<file path="src/rtl/char_lcd_4bit_write_sequencer_top_macros.svh">
// Assertion helpers for the sequencer core RTL.
`ifndef CHAR_LCD_4BIT_WRITE_SEQUENCER_TOP_MACROS_SVH
`define CHAR_LCD_4BIT_WRITE_SEQUENCER_TOP_MACROS_SVH

// Same-cycle implication, checks off during reset.
`define CLCD_ASSERT_IMP(name, clk, rst, ante, cons) \
   name: assert property (@(posedge clk) disable iff (rst) (ante) |-> (cons)) \
      else $error("clcd assertion failed");

// Next-cycle implication, checks off during reset.
`define CLCD_ASSERT_NXT(name, clk, rst, ante, cons) \
   name: assert property (@(posedge clk) disable iff (rst) (ante) |=> (cons)) \
      else $error("clcd assertion failed");

`endif

</file>
<file path="src/rtl/clcd_pkg.sv">
`timescale 1ns / 1ps

package clcd_pkg;

   localparam int COUNTER_WIDTH = 16;
   localparam int WAIT_WIDTH    = 16;
   localparam int PULSE_WIDTH   = 8;
   localparam int CSR_IDX_WIDTH = 3;

   localparam logic [COUNTER_WIDTH-1:0] COUNT_MAX = {COUNTER_WIDTH{1'b1}};

   localparam logic [3:0] INIT_ITEMS = 4'd8;

   // request codes; code 3 behaves as a tick
   localparam logic [1:0] REQ_TICK = 2'd0;
   localparam logic [1:0] REQ_CMD  = 2'd1;
   localparam logic [1:0] REQ_DATA = 2'd2;

   // register indexes
   localparam logic [CSR_IDX_WIDTH-1:0] CSR_POWERUP_WAIT  = 3'd0;
   localparam logic [CSR_IDX_WIDTH-1:0] CSR_SECOND_INIT   = 3'd1;
   localparam logic [CSR_IDX_WIDTH-1:0] CSR_THIRD_INIT    = 3'd2;
   localparam logic [CSR_IDX_WIDTH-1:0] CSR_SHORT_SETTLE  = 3'd3;
   localparam logic [CSR_IDX_WIDTH-1:0] CSR_LONG_SETTLE   = 3'd4;
   localparam logic [CSR_IDX_WIDTH-1:0] CSR_ENABLE_PULSE  = 3'd5;

   // register reset values
   localparam logic [WAIT_WIDTH-1:0]  RST_POWERUP_WAIT = 16'd20000;
   localparam logic [WAIT_WIDTH-1:0]  RST_SECOND_INIT  = 16'd5000;
   localparam logic [WAIT_WIDTH-1:0]  RST_THIRD_INIT   = 16'd100;
   localparam logic [WAIT_WIDTH-1:0]  RST_SHORT_SETTLE = 16'd40;
   localparam logic [WAIT_WIDTH-1:0]  RST_LONG_SETTLE  = 16'd1640;
   localparam logic [PULSE_WIDTH-1:0] RST_ENABLE_PULSE = 8'd1;

   // clear and home commands sit below this value
   localparam logic [7:0] LONG_CMD_LIMIT = 8'h04;

   typedef enum logic [2:0] {
      PH_PWR,
      PH_SETUP,
      PH_PULSE,
      PH_SETTLE,
      PH_IDLE
   } phase_type;

   typedef struct packed {
      logic [1:0] req_type;
      logic [7:0] byte_value;
   } clcd_req_type;

   typedef struct packed {
      logic [3:0] bus_nibble;
      logic       select_line;
      logic       rw_line;
      logic       enable_line;
      logic       ready_res;
      logic       rejected;
   } clcd_rsp_type;

   typedef struct packed {
      logic [WAIT_WIDTH-1:0]  powerup_wait;
      logic [WAIT_WIDTH-1:0]  second_init_wait;
      logic [WAIT_WIDTH-1:0]  third_init_wait;
      logic [WAIT_WIDTH-1:0]  short_settle_wait;
      logic [WAIT_WIDTH-1:0]  long_settle_wait;
      logic [PULSE_WIDTH-1:0] enable_pulse_len;
   } clcd_cfg_type;

   function automatic logic [7:0] init_byte(input logic [2:0] k);
      logic [7:0] b;
      unique case (k)
         3'd0, 3'd1, 3'd2: b = 8'h30;
         3'd3:             b = 8'h20;
         3'd4:             b = 8'h28;
         3'd5:             b = 8'h06;
         3'd6:             b = 8'h01;
         default:          b = 8'h0F;
      endcase
      return b;
   endfunction

endpackage

</file>
<file path="src/rtl/char_lcd_4bit_write_sequencer_top.sv">
`timescale 1ns / 1ps

// 4-bit character LCD write sequencer. Each request is a 1 us tick, a command
// byte or a data byte; each one gives exactly one response carrying the pin
// levels after it, ready_res, and rejected for a byte that came while busy.
// After reset the power-up wait and the init sequence run on ticks alone. The
// block takes one request per cycle: a request is worked out in one pass of
// logic from the state registers and its response lands in the output register
// the next cycle; req_ready only drops while that register is full and the
// consumer is stalling. The user writes wait and pulse registers via the csr
// port while no transfer is in flight, unchecked; indexes above 5 are ignored.
module char_lcd_4bit_write_sequencer_top (
   input  logic                    clock,
   input  logic                    reset,
   input  logic                    req_valid,
   output logic                    req_ready,
   input  clcd_pkg::clcd_req_type  req_data,
   output logic                    rsp_valid,
   input  logic                    rsp_ready,
   output clcd_pkg::clcd_rsp_type  rsp_data,
   input  logic                    csr_write_en,
   input  logic [2:0]              csr_index,
   input  logic [15:0]             csr_wdata
);
   import clcd_pkg::*;

   clcd_cfg_type cfg_ff, cfg_in;
   clcd_rsp_type rsp_data_ff;
   clcd_rsp_type core_result;
   logic         rsp_valid_ff, rsp_valid_in;
   logic         advance;

   assign req_ready = !rsp_valid_ff || rsp_ready;
   assign advance   = req_valid && req_ready;

   always_comb begin
      cfg_in = cfg_ff;
      if (csr_write_en) begin
         unique case (csr_index)
            CSR_POWERUP_WAIT: cfg_in.powerup_wait      = csr_wdata;
            CSR_SECOND_INIT:  cfg_in.second_init_wait  = csr_wdata;
            CSR_THIRD_INIT:   cfg_in.third_init_wait   = csr_wdata;
            CSR_SHORT_SETTLE: cfg_in.short_settle_wait = csr_wdata;
            CSR_LONG_SETTLE:  cfg_in.long_settle_wait  = csr_wdata;
            CSR_ENABLE_PULSE: cfg_in.enable_pulse_len  = csr_wdata[PULSE_WIDTH-1:0];
            default: ;
         endcase
      end
   end

   always_ff @(posedge clock) begin
      if (reset) begin
         cfg_ff.powerup_wait      <= RST_POWERUP_WAIT;
         cfg_ff.second_init_wait  <= RST_SECOND_INIT;
         cfg_ff.third_init_wait   <= RST_THIRD_INIT;
         cfg_ff.short_settle_wait <= RST_SHORT_SETTLE;
         cfg_ff.long_settle_wait  <= RST_LONG_SETTLE;
         cfg_ff.enable_pulse_len  <= RST_ENABLE_PULSE;
      end else begin
         cfg_ff <= cfg_in;
      end
   end

   clcd_seq_core u_core (
      .clock   (clock),
      .reset   (reset),
      .advance (advance),
      .item    (req_data),
      .cfg     (cfg_ff),
      .result  (core_result)
   );

   assign rsp_valid_in = advance || (rsp_valid_ff && !rsp_ready);

   always_ff @(posedge clock) begin
      if (reset) begin
         rsp_valid_ff <= 1'b0;
      end else begin
         rsp_valid_ff <= rsp_valid_in;
      end
   end

   always_ff @(posedge clock) begin
      if (advance) begin
         rsp_data_ff <= core_result;
      end
   end

   assign rsp_valid = rsp_valid_ff;
   assign rsp_data  = rsp_data_ff;

endmodule

</file>
<file path="src/rtl/clcd_seq_core.sv">
`timescale 1ns / 1ps
`include "char_lcd_4bit_write_sequencer_top_macros.svh"

module clcd_seq_core (
   input  logic                  clock,
   input  logic                  reset,
   input  logic                  advance,
   input  clcd_pkg::clcd_req_type item,
   input  clcd_pkg::clcd_cfg_type cfg,
   output clcd_pkg::clcd_rsp_type result
);
   import clcd_pkg::*;

   phase_type                phase_ff, phase_in;
   logic [3:0]               init_step_ff, init_step_in;
   logic [COUNTER_WIDTH-1:0] wait_counter_ff, wait_counter_in;
   logic [7:0]               held_byte_ff, held_byte_in;
   logic                     lower_pending_ff, lower_pending_in;
   logic [3:0]               pin_nibble_ff, pin_nibble_in;
   logic                     pin_select_ff, pin_select_in;
   logic                     pin_enable_ff, pin_enable_in;

   logic                     rej;
   logic                     is_byte;
   logic [COUNTER_WIDTH-1:0] wc_sat;
   logic [WAIT_WIDTH-1:0]    settle_target;
   logic                     settle_done;
   logic                     pwr_done;
   logic                     pulse_done;
   logic [3:0]               step_next;
   logic                     start_item;
   logic [2:0]               start_k;
   logic [7:0]               start_byte;

   assign is_byte = (item.req_type == REQ_CMD) || (item.req_type == REQ_DATA);
   assign wc_sat  = (wait_counter_ff == COUNT_MAX) ? wait_counter_ff
                                                   : wait_counter_ff + 1'b1;

   always_comb begin
      priority if (init_step_ff == 4'd0) begin
         settle_target = cfg.second_init_wait;
      end else if (init_step_ff == 4'd1) begin
         settle_target = cfg.third_init_wait;
      end else if (!pin_select_ff && (held_byte_ff < LONG_CMD_LIMIT)) begin
         settle_target = cfg.long_settle_wait;
      end else begin
         settle_target = cfg.short_settle_wait;
      end
   end

   // saturated counter also ends any wait longer than the counter can hold
   assign pwr_done    = (wc_sat == COUNT_MAX) || (32'(wc_sat) >= 32'(cfg.powerup_wait));
   assign settle_done = (wc_sat == COUNT_MAX) || (32'(wc_sat) >= 32'(settle_target));
   assign pulse_done  = (wc_sat == COUNT_MAX) ||
                        (32'(wc_sat) >= 32'(cfg.enable_pulse_len));
   assign step_next   = init_step_ff + 4'd1;
   assign start_byte  = init_byte(start_k);

   // next state
   always_comb begin
      phase_in         = phase_ff;
      init_step_in     = init_step_ff;
      wait_counter_in  = wait_counter_ff;
      held_byte_in     = held_byte_ff;
      lower_pending_in = lower_pending_ff;
      pin_nibble_in    = pin_nibble_ff;
      pin_select_in    = pin_select_ff;
      pin_enable_in    = pin_enable_ff;
      rej              = 1'b0;
      start_item       = 1'b0;
      start_k          = 3'd0;

      if (advance) begin
         if (is_byte) begin
            if (phase_ff == PH_IDLE) begin
               held_byte_in     = item.byte_value;
               pin_select_in    = (item.req_type == REQ_DATA);
               lower_pending_in = 1'b1;
               pin_nibble_in    = item.byte_value[7:4];
               pin_enable_in    = 1'b0;
               wait_counter_in  = '0;
               phase_in         = PH_SETUP;
            end else begin
               rej = 1'b1;
            end
         end else begin
            unique case (phase_ff)
               PH_PWR: begin
                  wait_counter_in = wc_sat;
                  if (pwr_done) begin
                     start_item = 1'b1;
                     start_k    = 3'd0;
                  end
               end
               PH_SETUP: begin
                  pin_enable_in   = 1'b1;
                  phase_in        = PH_PULSE;
                  wait_counter_in = '0;
               end
               PH_PULSE: begin
                  wait_counter_in = wc_sat;
                  if (pulse_done) begin
                     pin_enable_in   = 1'b0;
                     wait_counter_in = '0;
                     if (lower_pending_ff) begin
                        lower_pending_in = 1'b0;
                        pin_nibble_in    = held_byte_ff[3:0];
                        phase_in         = PH_SETUP;
                     end else begin
                        phase_in = PH_SETTLE;
                     end
                  end
               end
               PH_SETTLE: begin
                  wait_counter_in = wc_sat;
                  if (settle_done) begin
                     wait_counter_in = '0;
                     if (init_step_ff < INIT_ITEMS) begin
                        init_step_in = step_next;
                        if (step_next < INIT_ITEMS) begin
                           start_item = 1'b1;
                           start_k    = step_next[2:0];
                        end else begin
                           phase_in = PH_IDLE;
                        end
                     end else begin
                        phase_in = PH_IDLE;
                     end
                  end
               end
               default: ;
            endcase
         end
      end

      if (start_item) begin
         held_byte_in     = start_byte;
         lower_pending_in = start_k[2];
         pin_select_in    = 1'b0;
         pin_nibble_in    = start_byte[7:4];
         pin_enable_in    = 1'b0;
         phase_in         = PH_SETUP;
         wait_counter_in  = '0;
      end
   end

   // result shows the state after this item
   always_comb begin
      result.bus_nibble  = pin_nibble_in;
      result.select_line = pin_select_in;
      result.rw_line     = 1'b0;
      result.enable_line = pin_enable_in;
      result.ready_res   = (phase_in == PH_IDLE);
      result.rejected    = rej;
   end

   always_ff @(posedge clock) begin
      if (reset) begin
         phase_ff         <= PH_PWR;
         init_step_ff     <= 4'd0;
         wait_counter_ff  <= '0;
         held_byte_ff     <= 8'd0;
         lower_pending_ff <= 1'b0;
         pin_nibble_ff    <= 4'd0;
         pin_select_ff    <= 1'b0;
         pin_enable_ff    <= 1'b0;
      end else begin
         phase_ff         <= phase_in;
         init_step_ff     <= init_step_in;
         wait_counter_ff  <= wait_counter_in;
         held_byte_ff     <= held_byte_in;
         lower_pending_ff <= lower_pending_in;
         pin_nibble_ff    <= pin_nibble_in;
         pin_select_ff    <= pin_select_in;
         pin_enable_ff    <= pin_enable_in;
      end
   end

   `CLCD_ASSERT_NXT(a_reject_holds_phase, clock, reset, advance && rej,
      (phase_ff == $past(phase_ff)) && (pin_nibble_ff == $past(pin_nibble_ff)))
   `CLCD_ASSERT_IMP(a_enable_only_in_pulse, clock, reset, pin_enable_ff,
      phase_ff == PH_PULSE)
   `CLCD_ASSERT_IMP(a_idle_after_init, clock, reset, phase_ff == PH_IDLE,
      init_step_ff == INIT_ITEMS)
   `CLCD_ASSERT_IMP(a_lower_half_in_flight, clock, reset, lower_pending_ff,
      (phase_ff == PH_SETUP) || (phase_ff == PH_PULSE))

endmodule

</file>
<file path="config.mk">
export PLATFORM = sky130hd
export DESIGN_NAME = char_lcd_4bit_write_sequencer_top
export DESIGN_NICKNAME = d
export VERILOG_FILES = /design/src/rtl/clcd_pkg.sv /design/src/rtl/char_lcd_4bit_write_sequencer_top.sv /design/src/rtl/clcd_seq_core.sv
export VERILOG_INCLUDE_DIRS = /design/src /design/src/rtl
export SDC_FILE = /design/constraint.sdc
export NUM_CORES = 1
export LEC_CHECK = 0
export ABC_AREA = 1
export BUFFER_PORTS_ARGS = -buffer_cell sky130_fd_sc_hd__clkbuf_2
export CAP_MARGIN = 20
export CORE_MARGIN = 1.5
export CORE_UTILIZATION = 40
export DETAILED_ROUTE_END_ITERATION = 7
export GPL_ROUTABILITY_DRIVEN = 0
export MAX_ROUTING_LAYER = met4
export PLACE_DENSITY = 0.52
export SYNTH_ARGS = -nofsm -noshare
export SYNTH_HDL_FRONTEND = slang
export SYNTH_HIERARCHICAL = 1
export SYNTH_SLANG_ARGS = --single-unit
</file>
<file path="constraint.sdc">
create_clock -name clock -period 4 [get_ports clock]
set_input_delay 0.2 -clock clock [delete_from_list [all_inputs] [get_ports clock]]
set_output_delay 0.2 -clock clock [all_outputs]
set_load 0.02 [all_outputs]
</file>
==> flow_summary.ini, run 1 <==
[yosys]
synth_area_leaders = dfxtp_1 (32%), nand2_1 (14%), nor2_1 (11%), nand3_1 (8.7%), ha_1 (7.2%)
synth_ff_type = dfxtp_1
synthesis.area_per_instance_um2 = 6.70
yosys.cell_types.count = 46
netlist.area_leader.share = 0.319
synth.ff_latch_count = 136
synth_common_cells = nand2_1 (292), nor2_1 (224), nand3_1 (138)
number_of_enable_flip_flop_cells_after_synthesis = 9
synthArstFlopShare = 0
yosys.area.top_type = dfxtp_1
synth_nets = 1272
synth-seq-area-share = 0.352
count_leader_synth = nand2_1
total_standard_cell_area_after_synthesis_mm2 = 0.00798
yosysWarningCount = 6
netlist_instances = 1192

[routing]
drc = 0
routedWlPerCell_um = 14.9
drt_iter0_markers = 388
route.vias.total = 7370
vias_per_cell = 4.91
ant_nets = 0
detail_route.first_pass.iterations = 5
routed_wl_um = 22400

[clock_tree]
cts-buffers-inserted = 17
h_tree_depth = 4
clkLatencyLatePin_ns = 0.44
clk_root_buffer_cell = clkbuf_16
clk_pin_slew_ns = 0.07
cts_tree = done
clk_path_buf_depth = 2
cts_sinks = 136
postCtsSetupRepairBufs = 0

[timing]
hold_viol = 0
final-max-slew-violation-count = 0
finalWorstPathRequiredPeriod_ns = 3.59
max_clock_freq_ghz = 0.278
final_min_period_over_clock_period = 0.899
fin_worst_skew_ns = 0.0156
timing.slew.headroom = 0.377
setup-violations-final = 0
grt_setup_unrepaired = no
timing_worst_slew_pin_value_ns = 0.934
finalSetupTns_ns = 0

[die]
coreArea_mm2 = 0.0195
io-pin-count = 45
initial_core_util = 0.409
num_rows = 51
fp.dieW_um = 144
die_area_mm2 = 0.0208
floorplan.die.height_um = 144

[setup_path]
cp_common_cell = nand2_4
critical_path_depth = 22
rr_endpoint = rsp_data[6]
critical_path_data_arrival_time_ns = 3.78
cell_family_with_the_largest_share_of_critical_path_delay = simple AND/OR/NAND/NOR gates
setup.reg_to_reg.worst_slack_ns = 0.41
crit_path_end_kind = flip-flop
timing_worst_setup_path_type = reg -> reg
critical-path-slowest-cell = dfxtp_1
startpoint_types = flip-flop
critical_path.cell_chain = inv_1 -> nand3_1 -> nor4_2 -> buf_12 -> mux2i_1 -> nor2_1 -> o22ai_1 -> ha_1 -> nand2_1 -> inv_1 -> o21bai_1 -> a21oi_1 -> nor2_1 -> o21ai_0 -> nor2_2 -> nand2_4 -> nand2_4 -> nand2_4 -> nand2_4 -> clkinv_2 -> nand2_1 -> nand2_1
timing.critical_path.required_ns = 4.19
wp_buf_inv = 4
worstReg2RegStart = u_core/held_byte_ff[2]
crit_path_max_incr_delay_ns = 0.31
crit_path_max_fanout = 19
reg2regPathDepth = 22

[finish]
layoutNonFillerInstCount = 1501
final_nets = 1303
n_antenna_cell = 0
area_growth_pct = 13.4
drive_above_1_share = 0.104
num-fill-cells = 2125
ff_latch_area_mm2 = 0.00281
multiInputGateArea_mm2 = 0.00445
final_core_utilization = 0.463

[global_route]
grt_max_degree = 89
global_route_wire_length_before_repair_um = 36200
number_of_antenna_violations_at_the_first_check_in_global_routing = 0
globalRouteOverflowTotal = 0
grt_pass1_vias = 6813
track_usage = 0.233

[outcome]
run_status = completed

[worst_hold_path]
min_path_cells = 3
hold_path_end = cfg_ff[14]
hold_start = csr_wdata[6]
holdCritPathClass = in -> reg

[power_and_ir_drop]
power.density_mw_per_mm2 = 379
power_leakage_nw = 4.30
maximum_vdd_drop_uv = 318

[place]
portBuffers = 44
dpl_hpwl_um = 16100
numPlacedInstances = 1466

[run]
max_cap_violations = 0
## logic make-up after synthesis
logic type / Yosys count / share of synthesized area
fa+ha+maj: 46 / 0.0721
flops: 136 / 0.352
other cells: 1 / 0.000470
mux: 16 / 0.0202
compound gates: 110 / 0.0768
buf+inv: 173 / 0.0912
simple gates: 705 / 0.381
xor+xnor: 5 / 0.00549
## metrics by stage
step	total power [mW]	setup WS (ns)	hold slack, ns	instance area, µm²
after floorplan	1.70	0.507	0.269	7980
after global placement	1.81	0.446	0.417	8410
after detailed placement	1.81	0.357	0.422	8410
after CTS	3.45	0.328	0.00283	9040
after global routing	3.56	0.0596	0.0150	9050
final	3.43	0.405	0.0123	9050
## final cells by class
type	count	share of cell area
Multi-Input combinational cell	883	0.492
Timing Repair Buffer	61	0.0420
Inverter	124	0.0516
Clock inverter	13	0.0187
Clock buffer	19	0.0478
Sequential cell	136	0.311
Tap cell	265	0.0366
## registers in the layout, indices dropped and copies added (netlist names)
register and cells:
u_core/init_step_ff 4, u_core/lower_pending_ff 1, cfg_ff 88, u_core/phase_ff 3, u_core/held_byte_ff 8, u_core/pin_nibble_ff 4
u_core/pin_enable_ff 1, u_core/pin_select_ff 1, rsp_valid 1, rsp_data 9, u_core/wait_counter_ff 16
## power breakdown
part           switching [mW]  internal (mW)
Sequential             0.0272           1.42
Clock                   0.651          0.989
Combinational           0.231          0.110
## cells in the final DEF (no fill, tap or decap), drive strengths merged, types with 2 or more instances in the layout
| cell | count |
|---|---|
| a221oi | 3 |
| bufinv | 3 |
| dlygate4sd3 | 3 |
| xor2 | 3 |
| buf | 14 |
| nand2 | 300 |
| edfxtp | 9 |
| nor2 | 239 |
| o21ai | 28 |
| inv | 127 |
| nand4 | 15 |
| clkbuf | 63 |
| mux2i | 15 |
| nand3 | 143 |
| ha | 46 |
| nor3 | 6 |
| clkinv | 5 |
| a21oi | 55 |
| o21bai | 2 |
| dfxtp | 127 |
| clkinvlp | 2 |
| xnor2 | 2 |
| o22ai | 16 |
## per-layer routing
layer | wire (µm) | vias to the layer above | track usage
met5 | 0 | - | -
met4 | 268 | 0 | 0.0643
met3 | 623 | 24 | 0.0315
met2 | 10100 | 115 | 0.358
met1 | 11400 | 3332 | 0.321
li1 | - | 3899 | -
## worst min-delay path, cell delays in order
cell and delay (ns):
clkbuf_2 0.11, nand2_1 0.05, nand3_1 0.05
## worst max path at each step
stage                              to                      start
after floorplan           rsp_data[6]     u_core/held_byte_ff[6]
after global placement    rsp_data[6]     u_core/held_byte_ff[6]
after detailed placement  rsp_data[6]     u_core/held_byte_ff[6]
after CTS                 rsp_data[6]     u_core/held_byte_ff[6]
after global routing      rsp_data[6]  u_core/wait_counter_ff[1]
final                     rsp_data[6]     u_core/held_byte_ff[2]
## repair_timing
item,in CTS,in global routing
resized for setup,0,1
endpoints found under the hold margin,3,0
endpoints found under the setup margin,0,2
hold buffers,3,0
Power figures use the tool's default switching activity.
==> run 2, diff against run 1 <==
--- a/config.mk
+++ b/config.mk
@@ -6,7 +6,7 @@
 export SDC_FILE = /design/constraint.sdc
 export NUM_CORES = 1
 export LEC_CHECK = 0
-export ABC_AREA = 1
+export ABC_AREA = 0
 export BUFFER_PORTS_ARGS = -buffer_cell sky130_fd_sc_hd__clkbuf_2
 export CAP_MARGIN = 20
 export CORE_MARGIN = 1.5
@@ -17,5 +17,4 @@
 export PLACE_DENSITY = 0.52
 export SYNTH_ARGS = -nofsm -noshare
 export SYNTH_HDL_FRONTEND = slang
-export SYNTH_HIERARCHICAL = 1
 export SYNTH_SLANG_ARGS = --single-unit
==> run 2 against run 1 <==
The run now ends with design-rule violations, negative setup slack left. Area after synthesis is 6.2% lower. Maximum frequency is 10% lower. Combinational power is 29% lower. Sequential power is 3% lower. Final cell count is 13% lower. Count of clock-buffer cells in the layout is 2 lower. Synthesized cell count is 19% lower. First-iteration DRC count is 23% higher. Sequential cell count is 1 lower. Total power is 6.0% lower. Critical endpoint is now rsp_data[1]. Largest cell class unchanged. Largest power group unchanged. Highest routed layer unchanged.
==> flow_summary.ini, run 2 <==
[outcome]
run_status = finished, violations left
violated_checks = design-rule violations, negative setup slack

[die]
io-pin-count = 45
initial_core_util = 0.413
fp.dieW_um = 140
floorplan.die.height_um = 140
die_area_mm2 = 0.0196
num_rows = 49
coreArea_mm2 = 0.0181

[routing]
routedWlPerCell_um = 16.4
ant_nets = 0
route.vias.total = 6978
vias_per_cell = 5.35
detailroute.wirelength.met2_um = 9640
detail_route.first_pass.iterations = 7
wl_met3_um = 693
drt_iter0_markers = 477
routed_wl_um = 21400
routed.top_layer = met4
drc = 2
wl_met1_um = 10800

[setup_path]
cell_family_with_the_largest_share_of_critical_path_delay = simple AND/OR/NAND/NOR gates
timing_worst_setup_path_type = reg -> reg
crit_path_end_kind = flip-flop
wp_buf_inv = 1
critical_path_data_arrival_time_ns = 4.25
worst_setup_path_startpoint = u_core.wait_counter_ff[1]
startpoint_types = flip-flop
worstReg2RegStart = u_core.wait_counter_ff[1]
timing.critical_path.required_ns = 4.25
critical_path.cell_chain = ha_4 -> nand4_1 -> or4_4 -> a21boi_2 -> or2_4 -> ha_4 -> a21o_1 -> a21o_1 -> a221oi_2 -> nand4b_1 -> or4_4 -> buf_4 -> a22o_1 -> o22a_1 -> o31a_1 -> nor4_2
crit_path_max_fanout = 4
critical-path-slowest-cell = or4_4
crit_path_max_incr_delay_ns = 0.60

[clock_tree]
clkLatencyLatePin_ns = 0.43
h_tree_depth = 4
cts_sinks = 135
ctsHoldBuffers = 0
clk_root_buffer_cell = clkbuf_16
cts-buffers-inserted = 17
cts_tree = done
clk_path_buf_depth = 2
clk_pin_slew_ns = 0.07

[finish]
mostFrequentLayoutCells = nand2_1 (215), dfxtp_1 (124), a21oi_1 (105)
drive_above_1_share = 0.209
most_frequent_standard_cell_in_the_layout_excluding_fill_and_tap_cells = nand2_1
num-fill-cells = 1802
multiInputGateArea_mm2 = 0.00451
largest-register = cfg_ff
n_antenna_cell = 0
ff_latch_area_mm2 = 0.00279
final_nets = 1143
layoutNonFillerInstCount = 1305
largest_registers_ranked_by_flip_flop_count = cfg_ff: 88 flops, u_core.wait_counter_ff: 16 flops
area_growth_pct = 24.3
largest_reg_flops = 88
final_core_utilization = 0.513

[yosys]
count_leader_synth = nand2_1
yosysWarningCount = 0
synth_area_leaders = dfxtp_1 (34%), nand2_1 (11%), ha_1 (7.7%), a21oi_1 (7.1%), nor2_1 (4.0%)
yosys.area.top_type = dfxtp_1
yosys.cell_types.count = 69
adder_cell_share_of_the_synthesized_area = 0.0769
parity_gate_share_of_the_synthesized_area_counting_xor_and_xnor_cells = 0.00936
synth_nets = 1046
synth_common_cells = nand2_1 (215), dfxtp_1 (127), a21oi_1 (106)
netlist_instances = 966
total_standard_cell_area_after_synthesis_mm2 = 0.00749
synthArstFlopShare = 0
main_combinational_cell_family_by_area_after_synthesis = simple AND/OR/NAND/NOR gates
synth-seq-area-share = 0.372
synth_ff_type = dfxtp_1
synthesis.area_per_instance_um2 = 7.75
post_synth_mux_area_share = 0.0376
synthSimpleGateAreaFrac = 0.250
synth_compound_gate_area_share = 0.198
number_of_enable_flip_flop_cells_after_synthesis = 8
netlist.area_leader.share = 0.340
synth.ff_latch_count = 135

[timing]
fin_worst_skew_ns = 0.0121
final_min_period_over_clock_period = 1.00
finalSetupTns_ns = -0.00337
postLayoutSetupSlackWorst_ns = -0.00337
hold_viol = 0
max_clock_freq_ghz = 0.250
timing_worst_slew_pin_value_ns = 0.979
finalWorstPathRequiredPeriod_ns = 4.00
setup-violations-final = 1
final-max-slew-violation-count = 0
grt_setup_unrepaired = yes
timing.slew.headroom = 0.344

[global_route]
globalRouteOverflowTotal = 0
global_route_wire_length_before_repair_um = 34700
number_of_antenna_violations_at_the_first_check_in_global_routing = 0
track_usage = 0.231
grt_max_degree = 81
grt_pass1_vias = 6541

[worst_hold_path]
hold_start = req_data[2]
holdCritPathClass = in -> reg

[place]
portBuffers = 43
dpl_hpwl_um = 15000
numPlacedInstances = 1264
placement.setup.worst_slack_ns = -0.0610

[power_and_ir_drop]
power.density_mw_per_mm2 = 346
net_switching_share_of_the_total_power = 0.268
internal_power_component_mw = 2.36
maximum_vdd_drop_uv = 298
sequentialPowerShare = 0.435
switching_pwr_mw = 0.861
overall_power_mw = 3.22
share_comb_of_total_power = 0.075
p_clk_frac = 0.490
power_leakage_nw = 3.79

[run]
max_cap_violations = 0
[run 2: cell types whose count changed after synthesis, sizes merged, moves of 11 or more]
cell    previous run  this run
nor2             239        79
nand2            300       215
a211oi             1        19
clkbuf            13        44
inv              122        44
mux2i             15        27
a22oi              0        13
buf               36        14
a21o               0        16
nand3            143        31
nor3               6        17
a21oi             55       108
[run 2: through the flow]
| step | cell area, µm² | hold WS, ns |
|---|---|---|
| 2_1_floorplan | 7580 | 0.324 |
| 3_3_place_gp | 8480 | 0.441 |
| 3_5_place_dp | 8480 | 0.447 |
| 4_1_cts | 9080 | 0.0158 |
| 5_1_grt | 9310 | 0.0288 |
| 6_report | 9310 | 0.0256 |
[run 2: logic make-up (layout without fill, tap and decap cells)]
family	count (synthesis)	in the layout
and+or+nand+nor	414	414
AOI/OAI and AO/OA	231	231
DFF	135	135
buffers and inverters	103	213
adders and majority gates	46	46
muxes	28	28
xor gates and xnor gates	8	8
other	1	1
[run 2: layout make-up]
cell class / instances / share of cell area
Sequential cell: 135 / 0.300
Inverter: 45 / 0.0181
Clock inverter: 15 / 0.0171
Tap cell: 229 / 0.0308
Multi-Input combinational cell: 728 / 0.484
Timing Repair Buffer: 136 / 0.104
Clock buffer: 17 / 0.0457
[run 2: power by group through the flow]
| stage | sequential (mW) | combinational [mW] | clock [mW] |
|---|---|---|---|
| 2_1_floorplan | 1.44 | 0.141 | 0 |
| 3_5_place_dp | 1.43 | 0.237 | 0 |
| 6_report | 1.40 | 0.242 | 1.58 |
| 3_3_place_gp | 1.43 | 0.237 | 0 |
| 5_1_grt | 1.40 | 0.269 | 1.66 |
| 4_1_cts | 1.40 | 0.238 | 1.60 |
[run 2: per-layer routing]
metal | global-route usage | up-vias
met5 | - | -
met4 | 0.0571 | 0
met3 | 0.0396 | 18
met2 | 0.352 | 121
met1 | 0.317 | 3248
li1 | - | 3591
[run 2: worst paths after layout]
path / cells past startpoint / slack (ns) / endpoint
worst max-delay path: 16 / -0.003 / rsp_data[1]
worst max register to register: 16 / -0.003 / rsp_data[1]
worst min-delay path: 3 / 0.03 / u_core.held_byte_ff[2]
worst min register to register: 2 / 0.45 / cfg_ff[48]
[run 2: what timing repair did]
item | CTS | global route
pin swaps | 1 | 22
resized for setup | 2 | 39
setup buffers | 0 | 10
endpoints found under the setup margin | 11 | 44
[run 2: worst register-to-register path, cell delays in order, from the launching register on]
cell and delay (ns):
dfxtp_4 0.36, ha_4 0.13, nand4_1 0.12, or4_4 0.60, a21boi_2 0.18, or2_4 0.15, ha_4 0.19, a21o_1 0.15
a21o_1 0.16, a221oi_2 0.27, nand4b_1 0.13, or4_4 0.47, buf_4 0.17, a22o_1 0.21, o22a_1 0.17, o31a_1 0.13
nor4_2 0.23
